File: src/b64e_pkg.sv
// b64e_pkg: shared types, constants and the symbol lookup for the base64 stream encoder
// no dependencies; imported by every module of the encoder
package b64e_pkg;

  // position within a three-byte group
  typedef enum logic [1:0] {
    PH_FIRST  = 2'd0,
    PH_SECOND = 2'd1,
    PH_THIRD  = 2'd2
  } phase_t;

  localparam logic [7:0] PAD_CHAR = 8'h3D;

  // job queue between front and back
  localparam int JQ_DEPTH = 2;
  localparam int JQ_PTR_W = $clog2(JQ_DEPTH);
  localparam int JQ_CNT_W = $clog2(JQ_DEPTH + 1);

  // characters produced by one input byte, oldest in slot 0
  typedef struct packed {
    logic [3:0][7:0] chars;
    logic [1:0]      last_idx;
    logic            msg_end;
  } job_t;

  // six-bit value to its base64 ascii character
  function automatic logic [7:0] sym(input logic [5:0] v);
    logic [7:0] c;
    if (v < 6'd26) begin
      c = 8'h41 + {2'b00, v};
    end else if (v < 6'd52) begin
      c = 8'h61 + {2'b00, v} - 8'd26;
    end else if (v < 6'd62) begin
      c = 8'h30 + {2'b00, v} - 8'd52;
    end else if (v == 6'd62) begin
      c = 8'h2B;
    end else begin
      c = 8'h2F;
    end
    return c;
  endfunction

endpackage

File: src/base64_stream_encoder_top.sv
// channel   | direction | handshake        | payload
// input     | in        | push / full      | data_byte, end_of_message
// result    | out       | empty / pop      | out_char, last_char
//
// a byte produces one or two characters mid-message and two to four on its last byte;
// the result register emits one character per cycle while pop is high and a job waits,
// so that single result port sets the encoder's byte throughput in steady state.
// first character goes via a job queue entry, then the result register, to the ports.
// synchronous reset clears group phase, job queue and result register; no clearing pass.
// full rises only when the two-entry job queue holds two jobs; a stalled result side
// fills it.
//
// base64_stream_encoder_top: connects front, job queue and back
// depends on b64e_pkg, b64e_front, b64e_job_fifo, b64e_back
module base64_stream_encoder_top (
  input  logic       clk,
  input  logic       rst,
  input  logic       push,
  output logic       full,
  input  logic [7:0] data_byte,
  input  logic       end_of_message,
  output logic       empty,
  input  logic       pop,
  output logic [7:0] out_char,
  output logic       last_char
);
  import b64e_pkg::*;

  logic take;
  job_t front_job;
  job_t head_job;
  logic job_avail;
  logic job_pop;

  // input transaction
  assign take = push && !full;

  b64e_front u_front (
    .clk            (clk),
    .rst            (rst),
    .take           (take),
    .data_byte      (data_byte),
    .end_of_message (end_of_message),
    .job            (front_job)
  );

  b64e_job_fifo u_job_fifo (
    .clk    (clk),
    .rst    (rst),
    .wr_en  (take),
    .wr_job (front_job),
    .rd_en  (job_pop),
    .rd_job (head_job),
    .full   (full),
    .avail  (job_avail)
  );

  b64e_back u_back (
    .clk       (clk),
    .rst       (rst),
    .job       (head_job),
    .job_avail (job_avail),
    .job_pop   (job_pop),
    .pop       (pop),
    .empty     (empty),
    .out_char  (out_char),
    .last_char (last_char)
  );

endmodule

File: src/b64e_front.sv
// b64e_front: accepts raw bytes, tracks group phase and leftover bits, builds character jobs
// depends on b64e_pkg
module b64e_front (
  input  logic           clk,
  input  logic           rst,
  input  logic           take,
  input  logic [7:0]     data_byte,
  input  logic           end_of_message,
  output b64e_pkg::job_t job
);
  import b64e_pkg::*;

  phase_t     phase;
  phase_t     phase_next;
  logic [3:0] leftover;
  logic [3:0] leftover_next;

  // next phase and leftover bits
  always_comb begin
    phase_next    = phase;
    leftover_next = leftover;
    if (end_of_message) begin
      phase_next    = PH_FIRST;
      leftover_next = 4'd0;
    end else begin
      unique case (phase)
        PH_SECOND: begin
          phase_next    = PH_THIRD;
          leftover_next = data_byte[3:0];
        end
        PH_THIRD: begin
          phase_next    = PH_FIRST;
          leftover_next = 4'd0;
        end
        default: begin
          phase_next    = PH_SECOND;
          leftover_next = {2'b00, data_byte[1:0]};
        end
      endcase
    end
  end

  // characters for this byte, padded on the last byte of a message
  always_comb begin
    job.chars    = {4{PAD_CHAR}};
    job.last_idx = 2'd0;
    job.msg_end  = end_of_message;
    unique case (phase)
      PH_SECOND: begin
        job.chars[0] = sym({leftover[1:0], data_byte[7:4]});
        if (end_of_message) begin
          job.chars[1] = sym({data_byte[3:0], 2'b00});
          job.last_idx = 2'd2;
        end
      end
      PH_THIRD: begin
        job.chars[0] = sym({leftover[3:0], data_byte[7:6]});
        job.chars[1] = sym(data_byte[5:0]);
        job.last_idx = 2'd1;
      end
      default: begin
        job.chars[0] = sym(data_byte[7:2]);
        if (end_of_message) begin
          job.chars[1] = sym({data_byte[1:0], 4'b0000});
          job.last_idx = 2'd3;
        end
      end
    endcase
  end

  // state registers
  always_ff @(posedge clk) begin
    if (rst) begin
      phase    <= PH_FIRST;
      leftover <= 4'd0;
    end else if (take) begin
      phase    <= phase_next;
      leftover <= leftover_next;
    end
  end

endmodule

File: src/b64e_job_fifo.sv
// b64e_job_fifo: short queue of character jobs between front and back
// depends on b64e_pkg
module b64e_job_fifo (
  input  logic           clk,
  input  logic           rst,
  input  logic           wr_en,
  input  b64e_pkg::job_t wr_job,
  input  logic           rd_en,
  output b64e_pkg::job_t rd_job,
  output logic           full,
  output logic           avail
);
  import b64e_pkg::*;

  job_t                entries [JQ_DEPTH];
  logic [JQ_PTR_W-1:0] wr_ptr;
  logic [JQ_PTR_W-1:0] rd_ptr;
  logic [JQ_CNT_W-1:0] count;

  assign full   = (count == JQ_CNT_W'(JQ_DEPTH));
  assign avail  = (count != '0);
  assign rd_job = entries[rd_ptr];

  // entry storage
  always_ff @(posedge clk) begin
    if (wr_en) begin
      entries[wr_ptr] <= wr_job;
    end
  end

  // pointers and fill count
  always_ff @(posedge clk) begin
    if (rst) begin
      wr_ptr <= '0;
      rd_ptr <= '0;
      count  <= '0;
    end else begin
      if (wr_en) begin
        wr_ptr <= (wr_ptr == JQ_PTR_W'(JQ_DEPTH - 1)) ? '0 : wr_ptr + 1'b1;
      end
      if (rd_en) begin
        rd_ptr <= (rd_ptr == JQ_PTR_W'(JQ_DEPTH - 1)) ? '0 : rd_ptr + 1'b1;
      end
      unique case ({wr_en, rd_en})
        2'b10:   count <= count + 1'b1;
        2'b01:   count <= count - 1'b1;
        default: count <= count;
      endcase
    end
  end

endmodule

File: src/b64e_back.sv
// b64e_back: walks the characters of the head job out through a one-entry output register
// depends on b64e_pkg
module b64e_back (
  input  logic           clk,
  input  logic           rst,
  input  b64e_pkg::job_t job,
  input  logic           job_avail,
  output logic           job_pop,
  input  logic           pop,
  output logic           empty,
  output logic [7:0]     out_char,
  output logic           last_char
);
  import b64e_pkg::*;

  logic [1:0] sel;
  logic       out_valid;
  logic       load;
  logic       at_end;

  // load a character when the output register is free or being drained
  assign load    = job_avail && (!out_valid || pop);
  assign at_end  = (sel == job.last_idx);
  assign job_pop = load && at_end;
  assign empty   = !out_valid;

  // character select and valid flag
  always_ff @(posedge clk) begin
    if (rst) begin
      sel       <= 2'd0;
      out_valid <= 1'b0;
    end else begin
      if (load) begin
        sel       <= at_end ? 2'd0 : sel + 2'd1;
        out_valid <= 1'b1;
      end else if (pop) begin
        out_valid <= 1'b0;
      end
    end
  end

  // output payload
  always_ff @(posedge clk) begin
    if (load) begin
      out_char  <= job.chars[sel];
      last_char <= job.msg_end && at_end;
    end
  end

endmodule

File: config.mk
export PLATFORM = sky130hd
export DESIGN_NAME = base64_stream_encoder_top
export DESIGN_NICKNAME = d
export VERILOG_FILES = /design/src/b64e_pkg.sv /design/src/base64_stream_encoder_top.sv /design/src/b64e_front.sv /design/src/b64e_job_fifo.sv /design/src/b64e_back.sv
export SDC_FILE = /design/constraint.sdc
export NUM_CORES = 1
export LEC_CHECK = 0
export CAP_MARGIN = 10
export CORE_MARGIN = 5
export CORE_UTILIZATION = 55
export CTS_BUF_LIST = sky130_fd_sc_hd__clkbuf_4 sky130_fd_sc_hd__clkbuf_8
export CTS_CLUSTER_SIZE = 24
export DETAILED_ROUTE_END_ITERATION = 8
export DONT_BUFFER_PORTS = 1
export GPL_TIMING_DRIVEN = 0
export HOLD_SLACK_MARGIN = 0.08
export PLACE_DENSITY = 0.83
export SYNTH_ARGS = -nofsm -noshare
export SYNTH_HDL_FRONTEND = slang
export SYNTH_HIERARCHICAL = 1
export SYNTH_SLANG_ARGS = --single-unit
File: constraint.sdc
create_clock -name clk -period 3 [get_ports clk]
set_clock_uncertainty 0.1 [all_clocks]
set_input_delay 0.15 -clock clk [delete_from_list [all_inputs] [get_ports clk]]
set_output_delay 0.15 -clock clk [all_outputs]
set_load 0.05 [all_outputs]
==> impl_metrics.toml <==
[final_layout]
utilization_pct = 61.6
multiInputGateArea_mm2 = 0.00288
diodes = 0
fin_area_mm2 = 0.00639
nets = 606
fin_cells = 708
nFillCells = 830
syn2layout_area_growth_pct = 9.20
drive_gt1_share_pct = 18.7
seq_area_mm2 = 0.00265

[logic_synthesis]
avgSynthCellArea_um2 = 10.9
synthTopCellsByCount = "79 x edfxtp_1, 36 x mux2_2, 34 x a21oi_1"
synthFlopType = "edfxtp_1"
synthMostInstantiatedCell = "edfxtp_1"
yosysTopAreaCellShare_pct = 40.5
syn_area_mm2 = 0.00585
ys_types = 73
synth_edf_count = 79
synth_top_area_cell = "edfxtp_1"
async_flop_share_pct = 0
yosys_warnings = 6
ys_ff_latch = 93
synth_area_leaders = "edfxtp_1 41%, mux2_2 6.9%, ha_1 5.6%"
seq_area_frac_synth_pct = 45.3
syn_inst = 537

[job]
cap_violations = 0

[placed_design]
place_inst = 688
dpl.hpwl_um = 10100
io_buffers = 0
dpl-instance-area_mm2 = 0.00610
routabilityCongestion = 0.977

[route]
viasPerCell = 6.21
route.detailed.drc = 0
wire_per_inst_um = 19.9
num_vias = 4398
routed_wl_um = 14100
drtIter0Drc = 421
dr.pass1.iters = 5
drt.antenna.violating_nets = 0

[critical_path]
cp_slowest_cell = "mux2_2"
crit_buf_inv = 2
r2r_cells = 8
r2r-end = "u_job_fifo/count[1]"
critical_path.max_stage_delay_ps = 410
crit_arrival_ps = 2990
cp.required_ps = 3180
worst_setup_path_start_kind = "flop"
path_cells = "buf_2 -> buf_4 -> mux2_2 -> xor2_1 -> nor3b_1 -> ha_1 -> or3_1 -> a21oi_1"
rrSetupSlack_ps = 190
crit_type = "flop to flop"
crit_family = "simple AND/OR/NAND/NOR gates"
end_kind = "flop"
path_max_fanout = 10

[clocking]
cts_buffers = 9
clock_sinks = 93
htree_levels = 3
cts.repair.resized = 0
cts_setup_buffers = 0
cts_tree = "yes"
clockBufferDepth = 2
clk-insertion-delay-late_ps = 360
hold_buffers = 4
root_buffer = "clkbuf_8"
clk_pin_slew_ps = 90

[timing]
tightest_slew_ps = 896
rsz0062_at_grt = "no"
slew_headroom_pct = 40.3
period_minus_slack_ps = 2810
fmax_mhz = 355
finalCritPeriodShare_pct = 93.8
finalHoldViolations = 0
finalSetupViolCount = 0
report.final.slew_viol_count = 0

[global_route]
grt_max_degree = 36
grt_overflow = 0
first_global_vias = 4220
grt_pass1_wl_um = 22700
antenna_found_initial = 0
track_usage_pct = 22.5

[floorplan]
core_mm2 = 0.0104
die_h_um = 113
die_width_um = 113
die_area_mm2 = 0.0128
initial_utilization_pct = 56.4
rows = 37
ioPinCount = 24

[run_status]
status = "finished clean"

[worst_hold_path]
hold_end = "u_front/leftover[3]"
min_from = "data_byte[3]"
min_path_type = "input port to flop"
hold_depth = 3

[power]
finalPower_mw = 4.38
p_per_area_mw_per_mm2 = 686
p_leak_nw = 2.27
peakVddDrop_v = 0.000514
[layout by cell type, fill, tap and decap left out, drive strengths merged, types with 3 or more instances in the layout]
cell type and count:
a21o 6, conb 16, a211o 5, nor2 27
nand3 21, nor2b 9, nand2b 13, clkbuf 30
edfxtp 79, o21a 5, mux4 8, o31ai 3
a211oi 5, mux2 37, a21oi 35, nand4 5
or4 3, buf 33, inv 24, bufinv 3
dfxtp 14, mux2i 4, or3 8, xnor2 15
a31oi 11, o21ai 25, nor3 11, and2 8
and3 4, nor3b 5, o211ai 6, ha 26
nand2 16, xor2 6, a22oi 4, dlygate4sd3 4
[worst max path at each step]
| stage | startpoint | to | slack, ps | cells past startpoint |
|---|---|---|---|---|
| finish | flop | u_job_fifo/count[1] | 190 | 8 |
| CTS | flop | u_job_fifo/count[1] | 180 | 8 |
| detailed placement | data_byte[2] | u_job_fifo/entries[0][15] | 120 | 9 |
| floorplan | u_job_fifo/count[0] | u_job_fifo/entries[0][0] | 40 | 4 |
| global placement | u_job_fifo/count[0] | u_job_fifo/entries[0][30] | -770 | 4 |
| global route | flop | u_job_fifo/count[1] | 70 | 8 |
[sequential cells by signal (all words and copies together) (netlist names), named ones only]
| register | flops |
|---|---|
| u_back/out_valid | 1 |
| u_job_fifo/rd_ptr | 1 |
| u_job_fifo/count | 2 |
| u_job_fifo/entries | 70 |
| u_job_fifo/wr_ptr | 1 |
| u_back/out_char | 8 |
| u_back/sel | 2 |
| u_back/last_char | 1 |
| u_front/phase | 2 |
| u_front/leftover | 4 |
[metrics by stage]
| stage | setup slack [ps] | setup TNS [ps] | hold slack, ps |
|---|---|---|---|
| floorplan | 39.5 | 0 | 119 |
| global placement | -772 | -26940 | 122 |
| detailed placement | 122 | 0 | 124 |
| CTS | 182 | 0 | 88.1 |
| global route | 71.2 | 0 | 111 |
| finish | 187 | 0 | 115 |
[report_power, final]
group	total, mW	leakage, nW	internal [mW]	switching (mW)
clock network	0.988	0.123	0.575	0.413
logic	1.31	1.29	0.562	0.744
registers	2.09	0.852	1.77	0.325
total	4.38	2.27	2.90	1.48
[tightest hold or removal path: stages]
cell and delay, ps:
buf_2 190, nand3_1 120, a21oi_1 70
[layer usage]
| layer | track usage (%) | routed length (µm) | up-vias |
|---|---|---|---|
| met5 | 0 | 0 | - |
| met1 | 29.4 | 5910 | 2136 |
| met3 | 2.99 | 736 | 34 |
| met2 | 38.6 | 7070 | 190 |
| met4 | 7.61 | 335 | 0 |
| li1 | - | - | 2038 |
[final cells by class]
type | instances | share of cell area [%]
clock buffers | 10 | 2.15
inverters | 23 | 1.35
repair buffers | 5 | 0.940
clock inverters | 6 | 1.70
flip-flops and latches | 93 | 41.5
well taps | 136 | 2.66
multi-input cells | 383 | 45.0
plain buffers | 52 | 4.62
[kinds of logic after synthesis]
group | synth area share (%)
and+or+nand+nor | 13.6
AOI/OAI and AO/OA | 14.6
DFF | 45.3
buffers and inverters | 6.52
muxes | 11.1
adders and majority gates | 5.56
xor gates and xnor gates | 3.14
other | 0.128
Note: power is estimated with default switching activity, not from simulation.
